## src/hw/rtl/qpv_pkg.sv

```systemverilog
package qpv_pkg;

	localparam int SCALE_W = 20;
	localparam int PROD_W  = 32 + SCALE_W;
	localparam int CNT_W   = $clog2(PROD_W);

	localparam logic [SCALE_W-1:0] TICK_SCALE = 20'd1000000;
	localparam logic [31:0]        POS_MAX    = 32'h7fff_ffff;
	localparam logic [31:0]        NEG_MIN    = 32'h8000_0000;
	localparam logic [1:0]         CODE_RESET = 2'b01;

	typedef enum logic {
		OP_PIN,
		OP_VEL
	} qpv_op_t;

	typedef struct packed {
		logic        func;
		logic        pin_a;
		logic        pin_b;
		logic [31:0] time_us;
	} qpv_in_t;

	typedef struct packed {
		logic signed [31:0] position;
		logic signed [31:0] velocity;
		logic               zero_interval;
	} qpv_out_t;

	typedef struct packed {
		qpv_op_t     op;
		logic [1:0]  code;
		logic [31:0] time_us;
	} qpv_cmd_t;

	typedef struct packed {
		logic full;
		logic empty;
	} qpv_qstat_t;

endpackage

```

## src/hw/rtl/qpv_front.sv

```systemverilog
module qpv_front import qpv_pkg::*; (
	input  logic       clk,
	input  logic       arst_n,
	input  logic       in_valid,
	output logic       in_stall,
	input  qpv_in_t    in_item,
	input  qpv_qstat_t qstat,
	output logic       push,
	output qpv_cmd_t   push_cmd
);

	logic     vld_s1;
	qpv_cmd_t cmd_s1;
	qpv_cmd_t cmd_new;
	logic     accept;

	always_comb begin
		cmd_new.code    = {in_item.pin_b, in_item.pin_a};
		cmd_new.time_us = in_item.time_us;
		if (in_item.func) begin
			cmd_new.op = OP_VEL;
		end else begin
			cmd_new.op = OP_PIN;
		end
	end

	assign push     = vld_s1 && !qstat.full;
	assign push_cmd = cmd_s1;
	assign in_stall = vld_s1 && qstat.full;
	assign accept   = in_valid && !in_stall;

	always_ff @(posedge clk or negedge arst_n) begin
		if (!arst_n) begin
			vld_s1 <= 1'b0;
		end else if (accept) begin
			vld_s1 <= 1'b1;
		end else if (push) begin
			vld_s1 <= 1'b0;
		end
	end

	always_ff @(posedge clk) begin
		if (accept) begin
			cmd_s1 <= cmd_new;
		end
	end

endmodule

```

## src/hw/rtl/qpv_fifo.sv

```systemverilog
module qpv_fifo import qpv_pkg::*; #(
	parameter int DEPTH = 4
) (
	input  logic       clk,
	input  logic       arst_n,
	input  logic       push,
	input  qpv_cmd_t   push_cmd,
	input  logic       pop,
	output qpv_cmd_t   pop_cmd,
	output qpv_qstat_t qstat
);

	localparam int AW = (DEPTH > 1) ? $clog2(DEPTH) : 1;
	localparam int CW = $clog2(DEPTH + 1);

	qpv_cmd_t        mem_q [DEPTH];
	logic [AW-1:0]   wptr_q;
	logic [AW-1:0]   rptr_q;
	logic [CW-1:0]   count_q;

	assign qstat.full  = (count_q == CW'(DEPTH));
	assign qstat.empty = (count_q == '0);
	assign pop_cmd     = mem_q[rptr_q];

	always_ff @(posedge clk) begin
		if (push) begin
			mem_q[wptr_q] <= push_cmd;
		end
	end

	always_ff @(posedge clk or negedge arst_n) begin
		if (!arst_n) begin
			wptr_q  <= '0;
			rptr_q  <= '0;
			count_q <= '0;
		end else begin
			if (push) begin
				wptr_q <= (wptr_q == AW'(DEPTH - 1)) ? '0 : wptr_q + AW'(1);
			end
			if (pop) begin
				rptr_q <= (rptr_q == AW'(DEPTH - 1)) ? '0 : rptr_q + AW'(1);
			end
			if (push && !pop) begin
				count_q <= count_q + CW'(1);
			end else if (pop && !push) begin
				count_q <= count_q - CW'(1);
			end
		end
	end

endmodule

```

## src/hw/rtl/qpv_back.sv

```systemverilog
module qpv_back import qpv_pkg::*; (
	input  logic       clk,
	input  logic       arst_n,
	input  logic       cfg_wr,
	input  logic       cfg_data,
	input  qpv_qstat_t qstat,
	input  qpv_cmd_t   pop_cmd,
	output logic       pop,
	output logic       out_valid,
	input  logic       out_stall,
	output qpv_out_t   out_item
);

	typedef enum logic [1:0] {
		ST_IDLE,
		ST_MUL,
		ST_DIV,
		ST_EMIT
	} state_t;

	state_t            state_q;
	logic              invert_q;
	logic [1:0]        last_code_q;
	logic [31:0]       tick_q;
	logic [31:0]       prev_time_q;
	logic [31:0]       prev_count_q;
	logic [31:0]       speed_q;
	logic [31:0]       dt_q;
	logic [31:0]       mag_q;
	logic              neg_q;
	logic              zero_q;
	logic [PROD_W-1:0] dvd_q;
	logic [31:0]       rem_q;
	logic [CNT_W-1:0]  cnt_q;
	logic              out_valid_q;
	qpv_out_t          out_item_q;

	logic              out_free;
	logic              emit;
	logic [1:0]        delta;
	logic [1:0]        code_keep;
	logic [31:0]       tick_nxt;
	logic [31:0]       pos_pin;
	logic [31:0]       pos_cur;
	logic [31:0]       dt;
	logic [31:0]       diff;
	logic [31:0]       mag;
	logic [32:0]       trial;
	logic              qbit;
	logic [31:0]       vel;

	assign out_free = !out_valid_q || !out_stall;
	assign pop      = (state_q == ST_IDLE) && !qstat.empty && out_free;
	assign emit     = (pop && (pop_cmd.op == OP_PIN)) || ((state_q == ST_EMIT) && out_free);

	always_comb begin
		delta     = last_code_q ^ pop_cmd.code;
		tick_nxt  = tick_q + 32'(delta[0]) - 32'(delta[1]);
		code_keep = (pop_cmd.code == 2'b01 || pop_cmd.code == 2'b10) ?
			~pop_cmd.code : pop_cmd.code;
		pos_pin   = invert_q ? (32'd0 - tick_nxt) : tick_nxt;
		pos_cur   = invert_q ? (32'd0 - tick_q) : tick_q;
		dt        = pop_cmd.time_us - prev_time_q;
		diff      = pos_cur - prev_count_q;
		mag       = diff[31] ? (32'd0 - diff) : diff;
	end

	// one restoring step
	always_comb begin
		trial = {rem_q, dvd_q[PROD_W-1]};
		qbit  = (trial >= {1'b0, dt_q});
	end

	// sign, saturation and zero-interval result of the magnitude quotient
	always_comb begin
		if (zero_q) begin
			vel = '0;
		end else if (neg_q) begin
			if ((|dvd_q[PROD_W-1:32]) || (dvd_q[31] && (|dvd_q[30:0]))) begin
				vel = NEG_MIN;
			end else begin
				vel = 32'd0 - dvd_q[31:0];
			end
		end else if (|dvd_q[PROD_W-1:31]) begin
			vel = POS_MAX;
		end else begin
			vel = dvd_q[31:0];
		end
	end

	always_ff @(posedge clk or negedge arst_n) begin
		if (!arst_n) begin
			state_q      <= ST_IDLE;
			invert_q     <= 1'b0;
			last_code_q  <= CODE_RESET;
			tick_q       <= '0;
			prev_time_q  <= '0;
			prev_count_q <= '0;
			speed_q      <= '0;
			dt_q         <= '0;
			mag_q        <= '0;
			neg_q        <= 1'b0;
			zero_q       <= 1'b0;
			dvd_q        <= '0;
			rem_q        <= '0;
			cnt_q        <= '0;
			out_valid_q  <= 1'b0;
			out_item_q   <= '0;
		end else begin
			if (cfg_wr) begin
				invert_q <= cfg_data;
			end
			out_valid_q <= emit || (out_valid_q && out_stall);
			case (state_q)
				ST_IDLE: begin
					if (pop) begin
						if (pop_cmd.op == OP_PIN) begin
							tick_q                   <= tick_nxt;
							last_code_q              <= code_keep;
							out_item_q.position      <= pos_pin;
							out_item_q.velocity      <= speed_q;
							out_item_q.zero_interval <= 1'b0;
						end else begin
							prev_time_q  <= pop_cmd.time_us;
							prev_count_q <= pos_cur;
							dt_q         <= dt;
							mag_q        <= mag;
							neg_q        <= diff[31];
							zero_q       <= (dt == '0);
							state_q      <= (dt == '0) ? ST_EMIT : ST_MUL;
						end
					end
				end
				ST_MUL: begin
					dvd_q   <= PROD_W'(mag_q) * PROD_W'(TICK_SCALE);
					rem_q   <= '0;
					cnt_q   <= CNT_W'(PROD_W - 1);
					state_q <= ST_DIV;
				end
				ST_DIV: begin
					rem_q <= qbit ? 32'(trial - {1'b0, dt_q}) : trial[31:0];
					dvd_q <= {dvd_q[PROD_W-2:0], qbit};
					if (cnt_q == '0) begin
						state_q <= ST_EMIT;
					end else begin
						cnt_q <= cnt_q - CNT_W'(1);
					end
				end
				ST_EMIT: begin
					if (out_free) begin
						speed_q                  <= vel;
						out_item_q.position      <= pos_cur;
						out_item_q.velocity      <= vel;
						out_item_q.zero_interval <= zero_q;
						state_q                  <= ST_IDLE;
					end
				end
				default: begin
					state_q <= ST_IDLE;
				end
			endcase
		end
	end

	assign out_valid = out_valid_q;
	assign out_item  = out_item_q;

endmodule

```

## src/hw/rtl/quadrature_position_velocity_core.sv

```systemverilog
// pin sample: front register, queue, output register; velocity: MUL, DIV, EMIT
// states, straight to EMIT when no time has elapsed; throughput: one pin sample
// per cycle unless the queue is full or the output stalls; a velocity update holds
// the back end in the one-bit-per-cycle restoring divider over a 52-bit product
// reset: arst_n clears position, speed, timestamps and inversion, stored code to A set
module quadrature_position_velocity_core import qpv_pkg::*; #(
	parameter int QUEUE_DEPTH = 4
) (
	input  logic     clk,
	input  logic     arst_n,
	input  logic     in_valid,
	output logic     in_stall,
	input  qpv_in_t  in_item,
	output logic     out_valid,
	input  logic     out_stall,
	output qpv_out_t out_item,
	input  logic     cfg_valid,
	output logic     cfg_ready,
	input  logic     cfg_data
);

	qpv_qstat_t qstat;
	qpv_cmd_t   push_cmd;
	qpv_cmd_t   pop_cmd;
	logic       push;
	logic       pop;

	assign cfg_ready = 1'b1;

	qpv_front u_front (
		.clk      (clk),
		.arst_n   (arst_n),
		.in_valid (in_valid),
		.in_stall (in_stall),
		.in_item  (in_item),
		.qstat    (qstat),
		.push     (push),
		.push_cmd (push_cmd)
	);

	qpv_fifo #(
		.DEPTH (QUEUE_DEPTH)
	) u_fifo (
		.clk      (clk),
		.arst_n   (arst_n),
		.push     (push),
		.push_cmd (push_cmd),
		.pop      (pop),
		.pop_cmd  (pop_cmd),
		.qstat    (qstat)
	);

	qpv_back u_back (
		.clk       (clk),
		.arst_n    (arst_n),
		.cfg_wr    (cfg_valid && cfg_ready),
		.cfg_data  (cfg_data),
		.qstat     (qstat),
		.pop_cmd   (pop_cmd),
		.pop       (pop),
		.out_valid (out_valid),
		.out_stall (out_stall),
		.out_item  (out_item)
	);

endmodule

```

## config.mk

```make
export PLATFORM = sky130hd
export DESIGN_NAME = quadrature_position_velocity_core
export DESIGN_NICKNAME = d
export VERILOG_FILES = /design/src/hw/rtl/qpv_pkg.sv /design/src/hw/rtl/qpv_front.sv /design/src/hw/rtl/qpv_fifo.sv /design/src/hw/rtl/qpv_back.sv /design/src/hw/rtl/quadrature_position_velocity_core.sv
export SDC_FILE = /design/constraint.sdc
export NUM_CORES = 2
export LEC_CHECK = 0
export BUFFER_PORTS_ARGS = -buffer_cell sky130_fd_sc_hd__buf_2
export CORE_MARGIN = 2
export CORE_UTILIZATION = 54
export DETAILED_ROUTE_END_ITERATION = 8
export PLACE_DENSITY = 0.71
export SETUP_SLACK_MARGIN = 0.2
export SYNTH_ARGS = -nofsm -noshare
export SYNTH_HDL_FRONTEND = slang
export SYNTH_HIERARCHICAL = 1
export SYNTH_SLANG_ARGS = --single-unit
```

## constraint.sdc

```tcl
create_clock -name clk -period 8.8 [get_ports clk]
set_input_delay 0.44 -clock clk [delete_from_list [all_inputs] [get_ports clk]]
set_output_delay 0.44 -clock clk [all_outputs]
set_load 0.005 [all_outputs]
```

==> Yosys cells after proc, flatten, opt, wreduce, memory -nomap -nowiden <==
Memories as Yosys holds them, arrays and structs flattened.
Index checks and enable logic that the tools add are counted.
{ "word_totals": {"register_bits": 398, "ramBits": 140, "wordCells": 131, "memories": 1} }
{ "memory_table": {"columns": ["memory", "depth", "word_bits", "rd", "rd_ports_with_merged_regs", "wr", "line_no", "rtl"], "rows": [
  ["u_fifo.mem_q", 4, 35, 1, 0, 1, "qpv_fifo.sv:16", "qpv_cmd_t mem_q [DEPTH];"]
]} }
{ "op_classes": {"addsub": 14, "mul": 1, "n_lt_le_gt_ge": 1, "n_eq_ne": 14, "muxes": 32, "n_bitwise": 3, "reduce_logical": 40} }
{ "ops": {"columns": ["operator", "count"], "rows": [
  ["$mux 32", 8],
  ["$mux 65", 3],
  ["$pmux 65 s2", 1],
  ["$sub 1x32->32 const A", 4],
  ["$pmux 52 s2", 1],
  ["$sub 32x32->32", 3],
  ["$pmux 32 s2", 1],
  ["$mul 32x14->46 const B", 1],
  ["$ge 33x32->1", 1],
  ["$add 32x1->32", 1],
  ["$logic_not 32->1", 1],
  ["$sub 32x1->32", 1],
  ["$reduce_or 31->1", 1],
  ["$reduce_or 21->1", 1],
  ["$reduce_or 20->1", 1],
  ["$mux 2", 8],
  ["$pmux 6 s2", 1],
  ["$logic_and 1x1->1", 11],
  ["$eq 2x2->1 const B", 5],
  ["$ne 2x1->1 const B", 4],
  ["$pmux 2 s4", 1],
  ["$reduce_and 4->1", 2],
  ["$reduce_bool 2->1", 4],
  ["$logic_not 1->1", 7],
  ["19 further kinds", 33]
]} }

==> Longest topological paths before layout <==
An unclocked memory read counts as a cell.
{ "logic_depth": {"depth_word": 9, "mapped_depth": 23, "ltp_nobuf": 22} }

==> Hierarchy <==
The synthesis kept the hierarchy.
{ "by_module_without_submodules": {"columns": ["module", "instances", "cells_per_inst", "area_each_um2"], "rows": [
  ["qpv_back", 1, 3858, 32506.2],
  ["qpv_fifo", 1, 220, 5521.5],
  ["qpv_front", 1, 40, 1108.6],
  ["quadrature_position_velocity_core", 1, 2, 11.3]
]} }

==> Worst setup path after synthesis <==
No wires, ideal clock.
{ "synth_path": {"path_type": "flip-flop to flip-flop", "from": "register u_back.mag_q[2]", "to": "register u_back.dvd_q[50]", "arrival_ns": 6.053, "required_time_ns": 8.717, "slack_ns": 2.664, "stages_incl_launch_ff": 22, "synth_period_minus_slack_ns": 6.136, "path_cell_list": "dfrtp_1 -> inv_1 -> fa_1 -> inv_1 -> fa_1 -> fa_1 -> fa_1 -> ha_1 -> inv_1 -> fa_1 -> inv_1 -> ha_1 -> nand3_1 -> nor3_1 -> a2111oi_2 -> o21ai_0 -> a2111oi_0 -> nor2_1 -> a221oi_1 -> o21ai_0 -> xnor2_1 -> o21ai_0"} }
{ "synth_between": {"elab_chain_len": 2} }
{ "synth_lines": {"columns": ["item", "line_no", "rtl"], "rows": [
  ["start, declared", "qpv_back.sv:29", "logic [31:0] mag_q;"],
  ["start signal, assigned", "qpv_back.sv:127", "mag_q <= mag;"],
  ["$mul 32x14->46", "qpv_back.sv:135", "dvd_q <= PROD_W'(mag_q) * PROD_W'(TICK_SCALE);"],
  ["$pmux 52 s2", "qpv_back.sv:114", "case (state_q)"],
  ["end signal, assigned", "qpv_back.sv:135", null],
  ["end signal, assigned", "qpv_back.sv:142", "dvd_q <= {dvd_q[PROD_W-2:0], qbit};"],
  ["end, declared", "qpv_back.sv:32", "logic [PROD_W-1:0] dvd_q;"]
]} }
No other way between the ends.
A chain may end at the register's enable or synchronous reset.

==> Worst setup path after layout <==
{ "layout_path": {"from": "register u_back.mag_q[5]", "to": "register u_back.dvd_q[50]"} }
Same word-level chain as after synthesis.

==> summary.txt <==
Clock tree
  • CTS Sinks: 538
  • Cts bufs inserted: just under 60
  • Clock root buffer: clkbuf_16
  • Maximum clock path buffer count: 3
  • Clock Latency Late Sink: approximately 660 ps
  • CTS Hold Buffers Added: 37
  • Quantity of gates resized following cts: 0
  • Clock transition at path regs: roughly 60 ps
  • TritonCTS clock tree: done
  • Post-CTS setup buffer count: 0
  • Clock H-tree levels: 2

STA
  • Setup violators final: 0
  • Slew @ Worst Pin: around 1200 ps
  • Final Slew Violations: 0
  • Fin Clk Skew: ~63 ps
  • Fin crit period: ~6900 ps
  • Setup TNS: 0 ps
  • RSZ-0062 raised after global routing: false
  • FMAX: roughly 140 MHz
  • Endpoints failing hold: 0
  • Slew margin rel.: 0.217
  • Final period util: 0.788
  • Hold_ws: 29.6 ps

Synthesis
  • Synth cell types: approximately 110
  • Syn. warnings: 6
  • Seq/Total Area, Yosys: 0.366
  • EDFF count, synth: approximately 180
  • Syn avg cell area: 9.50 µm²
  • Most common flop cell mapped by yosys: dfrtp_1
  • #FFs+latches synth: roughly 540
  • Post-synthesis instance total: a little over 4000
  • Post-Syn Area: 39100 µm²
  • Post-synth ARST share: 0.675
  • Mapped Nets: about 4600

Pwr
  • Peak supply drop: about 0.00023 V
  • Pwr dens: around 150 nW/µm²
  • Sequential share of power: 0.449
  • Clock power frac: 0.426
  • Comb pwr share: 0.125
  • Sw Ratio: 0.258
  • Internal power: 4.73 mW
  • Psw: about 1.6 mW
  • Leak: 19.6 nW

Detailed routing
  • Initial DRC Count: 2178
  • Antenna Violating Nets Remaining: 0
  • Via density: approximately 5.7
  • Vias: about 30000
  • Routed WL: approximately 90000 µm
  • First-pass DRT Iterations: 6
  • DRC: 0
  • Mean routed wirelength per cell: 17.5 µm

Die
  • Die X: 273 µm
  • Die ar.: roughly 75000 µm²
  • Chip height: approximately 270 µm
  • Core ar.: between 70000 and 80000 µm²
  • # IOs: ~110
  • Initial Util: 0.547
  • Rows: 98

Critical path
  • CP Max Fanout: 6
  • CP Capture Point: u_back/dvd_q[50]
  • Setup CP Type: register to register
  • Worst Reg-to-Reg Cells: 21
  • Reg2reg start: u_back/mag_q[5]
  • FF-to-FF setup slack: approximately 1900 ps
  • CP Capture Type: register
  • Crit path required time: ~9400 ps
  • CP Data Arrival Time: around 7500 ps
  • Crit path from: u_back/mag_q[5]
  • Worst R2R End: u_back/dvd_q[50]
  • Type of origin of the critical path: register

Finish
  • Layout fillers: a little over 6000
  • Diode count: 0
  • Area growth syn-to-layout: 9.61%
  • Nets: 4684
  • Fin cells: approximately 5200
  • Share of cells above drive strength 1: 0.0819

Global route
  • Vias in the first global route: around 29000
  • Largest net degree at the start of global routing: 150
  • Initial antenna violation count: 0
  • Tot GR Track Use: 0.243
  • GRT Residual Overflow: 0
  • First-pass GRT wire length: ~150000 µm

Placement
  • GPL Wtd Cong: about 0.94
  • Detailed Place HPWL: around 67000 µm
  • I/O Buffers: between 100 and 150
  • Dpl cells: a little over 5000

Outcome
  • Status: finished, final reports clean

Hold path
  • Worst Hold Class: input pin to register
  • Depth of the worst hold-timing path: 2

Run
  • Max_cap viols: 0
worst max-delay path, cell delays in order, from the launching register on:
cell	delay (ps)
dfrtp_1	500
inv_1	180
fa_1	560
inv_1	60
fa_1	500
fa_1	570
fa_1	420
ha_1	290
inv_1	50
fa_1	490
inv_1	40
ha_1	360
a21oi_1	230
a21oi_1	110
a2111oi_2	560
o21ai_0	420
a2111oi_0	470
nor2_1	140
a221oi_1	400
o21ai_0	180
xnor2_1	140
o21ai_0	150
power by group through the flow:
stage          registers (mW)  clock network (mW)  logic (mW)
3_5_place_dp             2.91                   0       0.775
6_report                 2.86                2.72       0.796
5_1_grt                  2.88                2.87       0.878
4_1_cts                  2.86                2.78       0.794
2_1_floorplan            2.89                   0       0.538
3_3_place_gp             2.90                   0       0.767
cells in the final DEF (no fill, tap or decap), types with 14 or more instances in the layout:
master,n
nand4_1,40
a211oi_1,21
nor4_1,30
dfrtp_1,361
or3_1,32
o21a_1,45
nand2b_1,33
nand2_1,377
a21o_1,75
dlygate4sd3_1,37
a21oi_1,282
o21ai_0,349
and2_1,17
buf_2,106
inv_1,441
nor3_1,80
nor2b_1,32
nor2_1,264
buf_4,25
clkbuf_16,58
edfxtp_1,175
and3_1,17
a311oi_1,18
mux2_2,23
xor2_1,67
fa_1,140
o211ai_1,23
o21bai_1,20
ha_1,321
a31oi_1,32
o22ai_1,46
nand3_1,64
xnor2_1,138
nor3b_1,14
o31ai_1,48
mux2i_1,54
mux4_2,28
cell families (layout without fill, tap and decap cells):
logic type | count (synthesis) | after routing | synth area share
flip-flops | 538 | 538 | 0.366
AO/OA/AOI/OAI | 1104 | 1104 | 0.175
AND/OR/NAND/NOR | 1078 | 1078 | 0.132
buffers and inverters | 616 | 722 | 0.0628
multiplexers | 112 | 112 | 0.0412
XOR/XNOR | 207 | 207 | 0.0467
other | 1 | 1 | 0.0000958
adder cells (fa/ha/maj) | 464 | 464 | 0.175
final cells by class:
class / count / area, µm² / share of cell area
Timing Repair Buffer: 170 / 1120 / 0.0262
Clock inverter: 39 / 622 / 0.0145
Clock buffer: 68 / 1540 / 0.0359
Tap cell: 950 / 1190 / 0.0277
Sequential cell: 538 / 14300 / 0.334
Inverter: 445 / 1670 / 0.0389
Multi-Input combinational cell: 2966 / 22400 / 0.523
cell usage after synthesis, types with 14 or more instances:
library cell  instances  share of area
clkbuf_1            137          0.013
o21a_1               45         0.0086
fa_1                140          0.072
mux2_2               23         0.0066
nor3b_1              14         0.0027
nor4_1               30         0.0048
mux4_2               28          0.016
dfrtp_1             362           0.23
xor2_1               67          0.015
nor2_1              264          0.025
and3_1               17         0.0027
or3_1                32         0.0051
a31oi_1              32         0.0051
nand2b_1             33         0.0053
edfxtp_1            175           0.13
a311oi_1             18         0.0040
nand2_1             379          0.036
a21o_1               75          0.014
a21oi_1             282          0.036
and2_1               17         0.0027
o21bai_1             20         0.0038
nand3_1              64         0.0082
nand4_1              40         0.0064
nor2b_1              32         0.0051
ha_1                324           0.10
a211oi_1             21         0.0040
mux2i_1              54          0.014
o31ai_1              48         0.0092
o22ai_1              46         0.0074
xnor2_1             138          0.031
nor3_1               81          0.010
o211ai_1             23         0.0044
o21ai_0             350          0.045
inv_1               442          0.042
how the worst min path moves through the flow:
stage	startpoint	to	slack, ps
final	cfg_valid	u_back/invert_q	30
after global routing	cfg_valid	u_back/invert_q	6
after global placement	u_back/out_item[0]	u_back/out_item[0]	450
after detailed placement	u_back/last_code_q[0]	u_back/last_code_q[0]	460
after CTS	cfg_valid	u_back/invert_q	2
after floorplan	arst_n	u_back/cnt_q[0]	140
flip-flops by register name, summed over array words and instances, names as in the netlist, 2 cells and up:
register / count
u_fifo/mem_q: 140
u_back/out_item: 65
u_back/dvd_q: 52
u_front/push_cmd: 35
u_back/dt_q: 32
u_back/mag_q: 32
u_back/prev_count_q: 32
u_back/prev_time_q: 32
u_back/rem_q: 32
u_back/speed_q: 32
u_back/tick_q: 32
u_back/cnt_q: 6
u_fifo/count_q: 3
u_back/last_code_q: 2
u_back/state_q: 2
u_fifo/rptr_q: 2
u_fifo/wptr_q: 2
per-stage QoR:
stage,power [mW],utilization,setup WS [ps],instance area (µm²)
finish,6.38,0.599,1860,42900
CTS,6.44,0.599,1840,42900
global placement,3.67,0.564,2100,40400
detailed placement,3.68,0.564,1900,40400
global route,6.63,0.599,1340,42900
floorplan,3.43,-,2660,39100
routing by layer:
layer / GRT usage / up-vias / routed length, µm
met4: 0.0739 / 0 / 2670
met2: 0.388 / 669 / 41500
met5: 0 / - / 0
li1: - / 14700 / -
met3: 0.0314 / 142 / 4200
met1: 0.346 / 14200 / 42200
Note: power is estimated with default switching activity, not from simulation.
